**config.mk**
```make
export PLATFORM = sky130hd
export DESIGN_NAME = fifo_queue_with_delete_flat
export DESIGN_NICKNAME = d
export VERILOG_FILES = /design/src/sv/fqd_pkg.sv /design/src/sv/fqd_in_if.sv /design/src/sv/fqd_out_if.sv /design/src/sv/fqd_cell.sv /design/src/sv/fifo_queue_with_delete.sv /design/src/flat_wrapper.sv
export SDC_FILE = /design/constraint.sdc
export NUM_CORES = 1
export LEC_CHECK = 0
export BUFFER_PORTS_ARGS = -buffer_cell sky130_fd_sc_hd__buf_2
export CAP_MARGIN = 40
export CORE_MARGIN = 4
export CORE_UTILIZATION = 57
export CTS_CLUSTER_SIZE = 28
export DETAILED_ROUTE_END_ITERATION = 10
export PLACE_DENSITY_LB_ADDON = 0.08
export RECOVER_POWER = 25
export SYNTH_ARGS = -nofsm -noshare
export SYNTH_HDL_FRONTEND = slang
export SYNTH_SLANG_ARGS = --single-unit
```
**constraint.sdc**
```tcl
create_clock -name clk -period 5.15 [get_ports clk]
set_input_delay 1.03 -clock clk [delete_from_list [all_inputs] [get_ports clk]]
set_output_delay 1.03 -clock clk [all_outputs]
set_load 0.02 [all_outputs]
```
**src/sv/fqd_pkg.sv**
```systemverilog
// ----------------------------------------------------------------------------
// fqd_pkg
// Shared types and constants for the FIFO queue with delete-by-value.
// ----------------------------------------------------------------------------
package fqd_pkg;

  localparam int VALUE_W       = 32;
  localparam int ENTRY_COUNT_W = 5;

  typedef enum logic [1:0] {
    KIND_ENQUEUE = 2'd0,
    KIND_DEQUEUE = 2'd1,
    KIND_DELETE  = 2'd2,
    KIND_LENGTH  = 2'd3
  } kind_t;

  // Command broadcast to every cell of the chain for one accepted item.
  typedef struct packed {
    logic               enq;    // append at the tail slot
    logic               deq;    // every cell takes its neighbor's entry
    logic               del;    // cells at/after the oldest match close up
    logic [VALUE_W-1:0] value;  // handle to append or look for
  } cell_cmd_t;

endpackage

```
**src/sv/fqd_in_if.sv**
```systemverilog
// ----------------------------------------------------------------------------
// fqd_in_if
// Operation channel: valid/ready handshake with kind and handle payload.
// ----------------------------------------------------------------------------
interface fqd_in_if;
  logic                        valid;
  logic                        ready;
  fqd_pkg::kind_t              kind;
  logic [fqd_pkg::VALUE_W-1:0] item_value;

  modport source (output valid, output kind, output item_value, input ready);
  modport sink   (input valid, input kind, input item_value, output ready);
endinterface

```
**src/sv/fqd_out_if.sv**
```systemverilog
// ----------------------------------------------------------------------------
// fqd_out_if
// Result channel: valid/ready handshake with status, handle and count.
// ----------------------------------------------------------------------------
interface fqd_out_if;
  logic                              valid;
  logic                              ready;
  logic                              status;
  logic [fqd_pkg::VALUE_W-1:0]       value_out;
  logic [fqd_pkg::ENTRY_COUNT_W-1:0] entry_count;

  modport source (output valid, output status, output value_out, output entry_count,
                  input ready);
  modport sink   (input valid, input status, input value_out, input entry_count,
                  output ready);
endinterface

```
**src/sv/fqd_cell.sv**
```systemverilog
// ----------------------------------------------------------------------------
// fqd_cell
// One queue slot: holds an entry, compares it, and shifts toward the head.
// ----------------------------------------------------------------------------
module fqd_cell #(
  parameter int IDX   = 0,
  parameter int CNT_W = 5
) (
  input  logic                        clk,
  input  fqd_pkg::cell_cmd_t          cmd,
  input  logic [CNT_W-1:0]            count,
  input  logic [fqd_pkg::VALUE_W-1:0] nbr_value,  // entry of the next slot
  input  logic                        hit_in,     // match in an older slot
  output logic                        hit_out,
  output logic [fqd_pkg::VALUE_W-1:0] value
);

  logic [fqd_pkg::VALUE_W-1:0] value_r;
  logic [fqd_pkg::VALUE_W-1:0] value_nxt;
  logic                        occupied;
  logic                        match;
  logic                        shift;
  logic                        load;

  assign occupied = CNT_W'(IDX) < count;
  assign match    = occupied && (value_r == cmd.value);
  assign hit_out  = hit_in || match;
  assign shift    = cmd.deq || (cmd.del && hit_out);
  assign load     = cmd.enq && (count == CNT_W'(IDX));
  assign value    = value_r;

  always_comb begin
    if (shift) begin
      value_nxt = nbr_value;
    end else if (load) begin
      value_nxt = cmd.value;
    end else begin
      value_nxt = value_r;
    end
  end

  always_ff @(posedge clk) begin
    value_r <= value_nxt;
  end

endmodule

```
**src/sv/fifo_queue_with_delete.sv**
```systemverilog
// ----------------------------------------------------------------------------
// fifo_queue_with_delete
// Bounded FIFO of nonzero 32-bit handles with delete of the oldest match.
// ----------------------------------------------------------------------------
// The queue is a row of DEPTH slot cells, slot 0 the head. Each accepted item
// acts on the whole row: every cell compares its entry against the handle at
// once, a hit flag ripples down the row to find the oldest match, and on a
// dequeue or delete each affected cell copies its neighbor's entry, so the
// entries behind the removed one close up in order. An enqueue writes the
// slot addressed by the occupancy counter. The result lands in an output
// register at the edge that accepts the item; a new item is taken whenever that
// register is empty or is being drained, so the sustained rate is one item
// per cycle, limited by the compare-and-priority path across the cell row.
// status is 1 for a null handle, enqueue on full, dequeue on empty, or a
// delete without a match; such items leave the queue unchanged. entry_count
// is the count after the item, kept to its low five bits. Entries of slots
// never written are not cleared after reset; they are never read.
// ----------------------------------------------------------------------------
module fifo_queue_with_delete #(
  parameter int DEPTH = 16
) (
  input logic      clk,
  input logic      rst_n,
  fqd_in_if.sink   in_ch,
  fqd_out_if.source out_ch
);

  localparam int CNT_W = $clog2(DEPTH + 1);

  // occupancy and the output register
  logic [CNT_W-1:0]                  count_r, count_nxt;
  logic                              out_valid_r, out_valid_nxt;
  logic                              status_r, status_nxt;
  logic [fqd_pkg::VALUE_W-1:0]       value_out_r, value_out_nxt;
  logic [fqd_pkg::ENTRY_COUNT_W-1:0] entry_count_r, entry_count_nxt;

  logic               accept;
  logic               found;     // some occupied slot holds the handle
  logic               null_val;
  fqd_pkg::cell_cmd_t cmd;

  logic [fqd_pkg::VALUE_W-1:0] cell_value [DEPTH];
  logic [DEPTH:0]              hit_chain;

  // Output register frees up as it drains, so input stays open meanwhile.
  assign in_ch.ready = !out_valid_r || out_ch.ready;
  assign accept      = in_ch.valid && in_ch.ready;
  assign null_val    = (in_ch.item_value == '0);

  // ---- cell row ----
  assign hit_chain[0] = 1'b0;
  assign found        = hit_chain[DEPTH];

  for (genvar i = 0; i < DEPTH; i++) begin : g_cell
    logic [fqd_pkg::VALUE_W-1:0] nbr;
    if (i == DEPTH - 1) begin : g_tail
      assign nbr = cell_value[i];  // last slot: vacated, contents don't matter
    end else begin : g_mid
      assign nbr = cell_value[i+1];
    end

    fqd_cell #(
      .IDX   (i),
      .CNT_W (CNT_W)
    ) u_cell (
      .clk       (clk),
      .cmd       (cmd),
      .count     (count_r),
      .nbr_value (nbr),
      .hit_in    (hit_chain[i]),
      .hit_out   (hit_chain[i+1]),
      .value     (cell_value[i])
    );
  end

  // ---- decode and result ----
  always_comb begin
    cmd.enq       = 1'b0;
    cmd.deq       = 1'b0;
    cmd.del       = 1'b0;
    cmd.value     = in_ch.item_value;
    count_nxt     = count_r;
    status_nxt    = status_r;
    value_out_nxt = value_out_r;
    out_valid_nxt = out_valid_r;

    if (out_ch.ready) begin
      out_valid_nxt = 1'b0;
    end

    if (accept) begin
      out_valid_nxt = 1'b1;
      status_nxt    = 1'b0;
      value_out_nxt = '0;
      case (in_ch.kind)
        fqd_pkg::KIND_ENQUEUE: begin
          if (null_val || (count_r == CNT_W'(DEPTH))) begin
            status_nxt = 1'b1;
          end else begin
            cmd.enq   = 1'b1;
            count_nxt = count_r + CNT_W'(1);
          end
        end
        fqd_pkg::KIND_DEQUEUE: begin
          if (count_r == '0) begin
            status_nxt = 1'b1;
          end else begin
            cmd.deq       = 1'b1;
            value_out_nxt = cell_value[0];
            count_nxt     = count_r - CNT_W'(1);
          end
        end
        fqd_pkg::KIND_DELETE: begin
          if (null_val || !found) begin
            status_nxt = 1'b1;
          end else begin
            cmd.del   = 1'b1;
            count_nxt = count_r - CNT_W'(1);
          end
        end
        fqd_pkg::KIND_LENGTH: begin
          status_nxt = 1'b0;
        end
        default: begin
          status_nxt = 1'b0;
        end
      endcase
    end

    entry_count_nxt = fqd_pkg::ENTRY_COUNT_W'(count_nxt);
  end

  always_ff @(posedge clk) begin
    if (!rst_n) begin
      count_r     <= '0;
      out_valid_r <= 1'b0;
    end else begin
      count_r     <= count_nxt;
      out_valid_r <= out_valid_nxt;
    end
  end

  always_ff @(posedge clk) begin
    status_r      <= status_nxt;
    value_out_r   <= value_out_nxt;
    entry_count_r <= entry_count_nxt;
  end

  assign out_ch.valid       = out_valid_r;
  assign out_ch.status      = status_r;
  assign out_ch.value_out   = value_out_r;
  assign out_ch.entry_count = entry_count_r;

  // ---- assertions ----
  a_count_bound: assert property (@(posedge clk) disable iff (!rst_n)
    count_r <= CNT_W'(DEPTH))
    else $error("occupancy above DEPTH");

  a_deq_empty: assert property (@(posedge clk) disable iff (!rst_n)
    accept && (in_ch.kind == fqd_pkg::KIND_DEQUEUE) && (count_r == '0)
    |=> out_valid_r && status_r && (value_out_r == '0) && (count_r == '0))
    else $error("dequeue on empty not flagged");

  a_enq_grow: assert property (@(posedge clk) disable iff (!rst_n)
    accept && (in_ch.kind == fqd_pkg::KIND_ENQUEUE) && !null_val
      && (count_r != CNT_W'(DEPTH))
    |=> (count_r == $past(count_r) + CNT_W'(1)) && !status_r)
    else $error("enqueue did not grow the queue");

  a_stall_blocks: assert property (@(posedge clk) disable iff (!rst_n)
    out_valid_r && !out_ch.ready |-> !in_ch.ready)
    else $error("item taken while result stalled");

  a_del_miss: assert property (@(posedge clk) disable iff (!rst_n)
    accept && (in_ch.kind == fqd_pkg::KIND_DELETE) && !found
    |=> status_r && (count_r == $past(count_r)))
    else $error("delete without match changed the queue");

endmodule

```
**src/flat_wrapper.sv**
```systemverilog
// flat-port wrapper written by rule: the top's interface ports become plain ports
module fifo_queue_with_delete_flat 
#(
  parameter int DEPTH = 16
)
  (clk, rst_n, in_ch_valid, in_ch_kind, in_ch_item_value, in_ch_ready, out_ch_valid, out_ch_status, out_ch_value_out, out_ch_entry_count, out_ch_ready);
  fqd_in_if in_ch_i ();
  fqd_out_if out_ch_i ();
  input logic clk;
  input logic rst_n;
  input wire logic [$bits(in_ch_i.valid)-1:0] in_ch_valid;
  input wire logic [$bits(in_ch_i.kind)-1:0] in_ch_kind;
  input wire logic [$bits(in_ch_i.item_value)-1:0] in_ch_item_value;
  output wire logic [$bits(in_ch_i.ready)-1:0] in_ch_ready;
  output wire logic [$bits(out_ch_i.valid)-1:0] out_ch_valid;
  output wire logic [$bits(out_ch_i.status)-1:0] out_ch_status;
  output wire logic [$bits(out_ch_i.value_out)-1:0] out_ch_value_out;
  output wire logic [$bits(out_ch_i.entry_count)-1:0] out_ch_entry_count;
  input wire logic [$bits(out_ch_i.ready)-1:0] out_ch_ready;
  assign in_ch_i.valid = in_ch_valid;
  assign in_ch_i.kind = in_ch_kind;
  assign in_ch_i.item_value = in_ch_item_value;
  assign in_ch_ready = in_ch_i.ready;
  assign out_ch_valid = out_ch_i.valid;
  assign out_ch_status = out_ch_i.status;
  assign out_ch_value_out = out_ch_i.value_out;
  assign out_ch_entry_count = out_ch_i.entry_count;
  assign out_ch_i.ready = out_ch_ready;
  fifo_queue_with_delete #(.DEPTH(DEPTH)) u_core (.clk(clk), .rst_n(rst_n), .in_ch(in_ch_i), .out_ch(out_ch_i));
endmodule
```
==> impl_metrics.json <==
{
  "p_leak_nw": 11.3,
  "port-buffer-count": 77,
  "path_cells": "clkbuf_1 -> xor2_1 -> nor4_1 -> nand3_1 -> or3_1 -> nand4_1 -> nand3b_1 -> a21oi_1 -> clkbuf_2 -> mux2_2",
  "yosysUniqueCellTypes": 56,
  "vdd_drop_max_mv": 0.291,
  "synthToLayoutAreaGrowth_pct": 11.6,
  "pin_count": 78,
  "crit_path_end_kind": "register",
  "slowest_delay_ns": 0.95,
  "crit_required_ns": 5.50,
  "clock-skew-final_ns": 0.0173,
  "cts_buffers": 59,
  "fp.coreArea_mm2": 0.0526,
  "track_usage": 0.324,
  "initial_core_util": 0.575,
  "final_net_count": 2306,
  "dp_slack_ns": 0.248,
  "drt_iter0_drc": 2108,
  "syn_nets": 2215,
  "avgSynthCellArea_um2": 13.9,
  "final_hold_viol_count": 0,
  "synth_seq_area_share": 0.549,
  "hp-class": "register to register",
  "drive_gt1_frac": 0.317,
  "tightest_slew_ns": 2.15,
  "r2r-end": "u_core.g_cell[3].u_cell.value[29]",
  "powerDensity_mw_per_mm2": 319,
  "place.gp.congestion": 0.974,
  "rsz0062_at_grt": "no",
  "ctsHoldBuffers": 0,
  "worstHoldPathCells": 2,
  "r2r_start": "u_core.count_r[0]",
  "synthTopCellsByArea": "edfxtp_1 54%, mux2_2 18%, xor2_1 8.7%",
  "grt_first_pass_wirelength_um": 134000,
  "maxSlewHeadroom": -0.434,
  "wl_um": 93700,
  "synth-edff-count": 545,
  "drc": 0,
  "dp_hpwl_um": 67000,
  "synth_top_area_share": 0.542,
  "die_x_um": 238,
  "grt_pass1_vias": 19071,
  "cts_tree": "built",
  "critPathBufInv": 2,
  "yosys_most_used_dff": "edfxtp_1",
  "whs_endpoint": "u_core.out_ch.valid",
  "cts-resized-gates": 0,
  "hp-start": "u_core.out_ch.valid",
  "critical_path_class": "primary input to register",
  "root_buffer": "clkbuf_16",
  "cts_sinks": 556,
  "final.min_clock_period_ns": 4.72,
  "p_total_mw": 10.8,
  "violations": "max-capacitance violations, max-slew violations",
  "rows": 84,
  "wl_per_cell_um": 31.3,
  "cts_buffer_depth": 3,
  "fin_crit_sh": 0.917,
  "maxCapViolCount": 3,
  "arrival_ns": 5.08,
  "ant_nets": 0,
  "rrSetupSlack_ns": 0.74,
  "maxSlewViolCount": 72,
  "synth_largest_area_cell": "edfxtp_1",
  "dieArea_mm2": 0.0567,
  "async_flop_share": 0,
  "start_kind": "primary input",
  "finalSetupViolCount": 0,
  "syn_area_mm2": 0.0302,
  "vias": 18859,
  "post_cts_buffers": 0,
  "synth_warnings": 0,
  "grt_overflow": 0,
  "synth-seq-cells": 556,
  "syn_inst": 2172,
  "crit_family": "simple AND/OR/NAND/NOR gates",
  "fmax_ghz": 0.212,
  "grt_antenna_before_repair": 3,
  "rr_worst_depth": 10,
  "timing.final.ws_setup_ns": 0.426,
  "n_fill_cell": 3997,
  "via_per_inst": 6.29,
  "status": "complete, but fails checks",
  "cp_slowest_cell": "clkbuf_1",
  "crit_fanout": 32,
  "stdcell_area_mm2": 0.0337,
  "grt_max_degree": 37,
  "detailed_place.area_mm2": 0.0320,
  "diodes": 0,
  "cts.clk_slew.worst_paths_ns": 0.06,
  "drtPass1Iterations": 7,
  "clk_latency_ns": 0.63,
  "die_h_um": 238,
  "htreeDepth": 2
}
## state kept, by name, indices dropped and copies added (netlist names)
name,count
u_core.out_ch.status,1
u_core.out_ch.value_out,32
u_core.out_ch.entry_count,5
u_core.g_cell.u_cell.value,512
u_core.out_ch.valid,1
u_core.count_r,5
## metrics by stage
stage / hold WS, ns / util / TNS, ns / std cells
2_1_floorplan: 0.546 / - / -18.44 / 2172
3_3_place_gp: 0.501 / 0.608 / 0 / 2889
3_5_place_dp: 0.518 / 0.608 / 0 / 2890
4_1_cts: 0.523 / 0.645 / 0 / 2998
5_1_grt: 0.577 / 0.641 / 0 / 2998
6_report: 0.525 / 0.641 / 0 / 2998
## cells in the final DEF, fill, tap and decap left out, types with 3 or more instances in the layout
master,instances
buf_2,22
nor2_1,33
ha_1,5
inv_1,14
a21oi_1,13
a211o_1,3
xnor2_1,212
clkbuf_1,75
clkinv_1,12
buf_4,96
nor4_1,85
a21o_1,3
xor2_1,300
mux2_1,11
a31oi_1,3
nand2b_1,6
clkinv_2,13
and2_0,20
nor3_1,19
nand2_1,36
edfxtp_1,545
o21ai_2,7
o21ai_0,11
bufinv_16,7
or4_1,3
clkbuf_16,61
and2_1,15
nand4_1,78
a31o_2,3
nor2_2,3
dfxtp_1,11
buf_12,36
or3_1,10
mux2_2,470
o211ai_1,3
nand3_1,23
## layer usage
| layer | wire length, um | track usage | share of wire |
|---|---|---|---|
| met2 | 44400 | 0.530 | 0.47 |
| met1 | 38300 | 0.440 | 0.41 |
| met4 | 4050 | 0.127 | 0.043 |
| met3 | 6950 | 0.0507 | 0.074 |
| met5 | 0 | 0 | 0 |
## cells by family (layout without fill, tap and decap cells)
family	count (synthesis)	after routing	synth area share
buffers and inverters	203	341	0.0392
AOI/OAI and AO/OA	68	68	0.0166
and+or+nand+nor	345	345	0.0647
DFF	556	556	0.549
adders and majority gates	5	5	0.00207
muxes	483	483	0.180
xor gates and xnor gates	512	512	0.148
## final cells by class
type	count	area, um^2	area share
multi-input combinational	1413	12500	0.371
inverter	14	52.6	0.00156
sequential	556	16600	0.492
timing repair buffer	219	1800	0.0533
clock buffer	73	1570	0.0466
clock inverter	35	344	0.0102
tap	688	861	0.0255
## synth_stat cells (3+ instances only)
| library cell | instances |
|---|---|
| edfxtp_1 | 545 |
| mux2_2 | 471 |
| xor2_1 | 300 |
| xnor2_1 | 212 |
| buf_2 | 88 |
| nor4_1 | 85 |
| nand4_1 | 78 |
| clkbuf_1 | 46 |
| nand2_1 | 36 |
| nor2_1 | 36 |
| and2_1 | 35 |
| buf_6 | 31 |
| nand3_1 | 23 |
| buf_4 | 21 |
| nor3_1 | 20 |
| o21ai_0 | 17 |
| inv_1 | 14 |
| a21oi_1 | 13 |
| dfxtp_1 | 11 |
| mux2_1 | 10 |
| or3_1 | 10 |
| nand2b_1 | 6 |
| ha_1 | 5 |
| a211o_1 | 3 |
| a21o_1 | 3 |
| a31o_2 | 3 |
| a31oi_1 | 3 |
| buf_1 | 3 |
| o211ai_1 | 3 |
| or4_1 | 3 |
## power by group
part / leakage [nW] / switching (mW) / internal [mW] / total [mW]
Clock: 0.939 / 1.82 / 2.50 / 4.32
Combinational: 5.34 / 0.721 / 0.499 / 1.22
Sequential: 5.05 / 0.0930 / 5.13 / 5.23
Total: 11.3 / 2.63 / 8.13 / 10.8
## worst max path at each step
stage / from / to / depth (start not counted)
after floorplan: in_ch_item_value[24] / u_core.g_cell[4].u_cell.value[0] / 12
after global placement: in_ch_item_value[17] / u_core.g_cell[12].u_cell.value[20] / 12
after detailed placement: in_ch_item_value[17] / u_core.g_cell[14].u_cell.value[27] / 13
after CTS: in_ch_item_value[17] / u_core.g_cell[14].u_cell.value[27] / 13
after global routing: in_ch_item_value[25] / u_core.g_cell[5].u_cell.value[11] / 10
final: in_ch_item_value[26] / u_core.g_cell[5].u_cell.value[30] / 10
## worst min-delay path, cell delays in order, from the launching register on
cell and delay [ns]:
dfxtp_1 0.31, nand2b_1 0.10, a21oi_1 0.07
No activity file was read; power rests on OpenSTA's default activity.
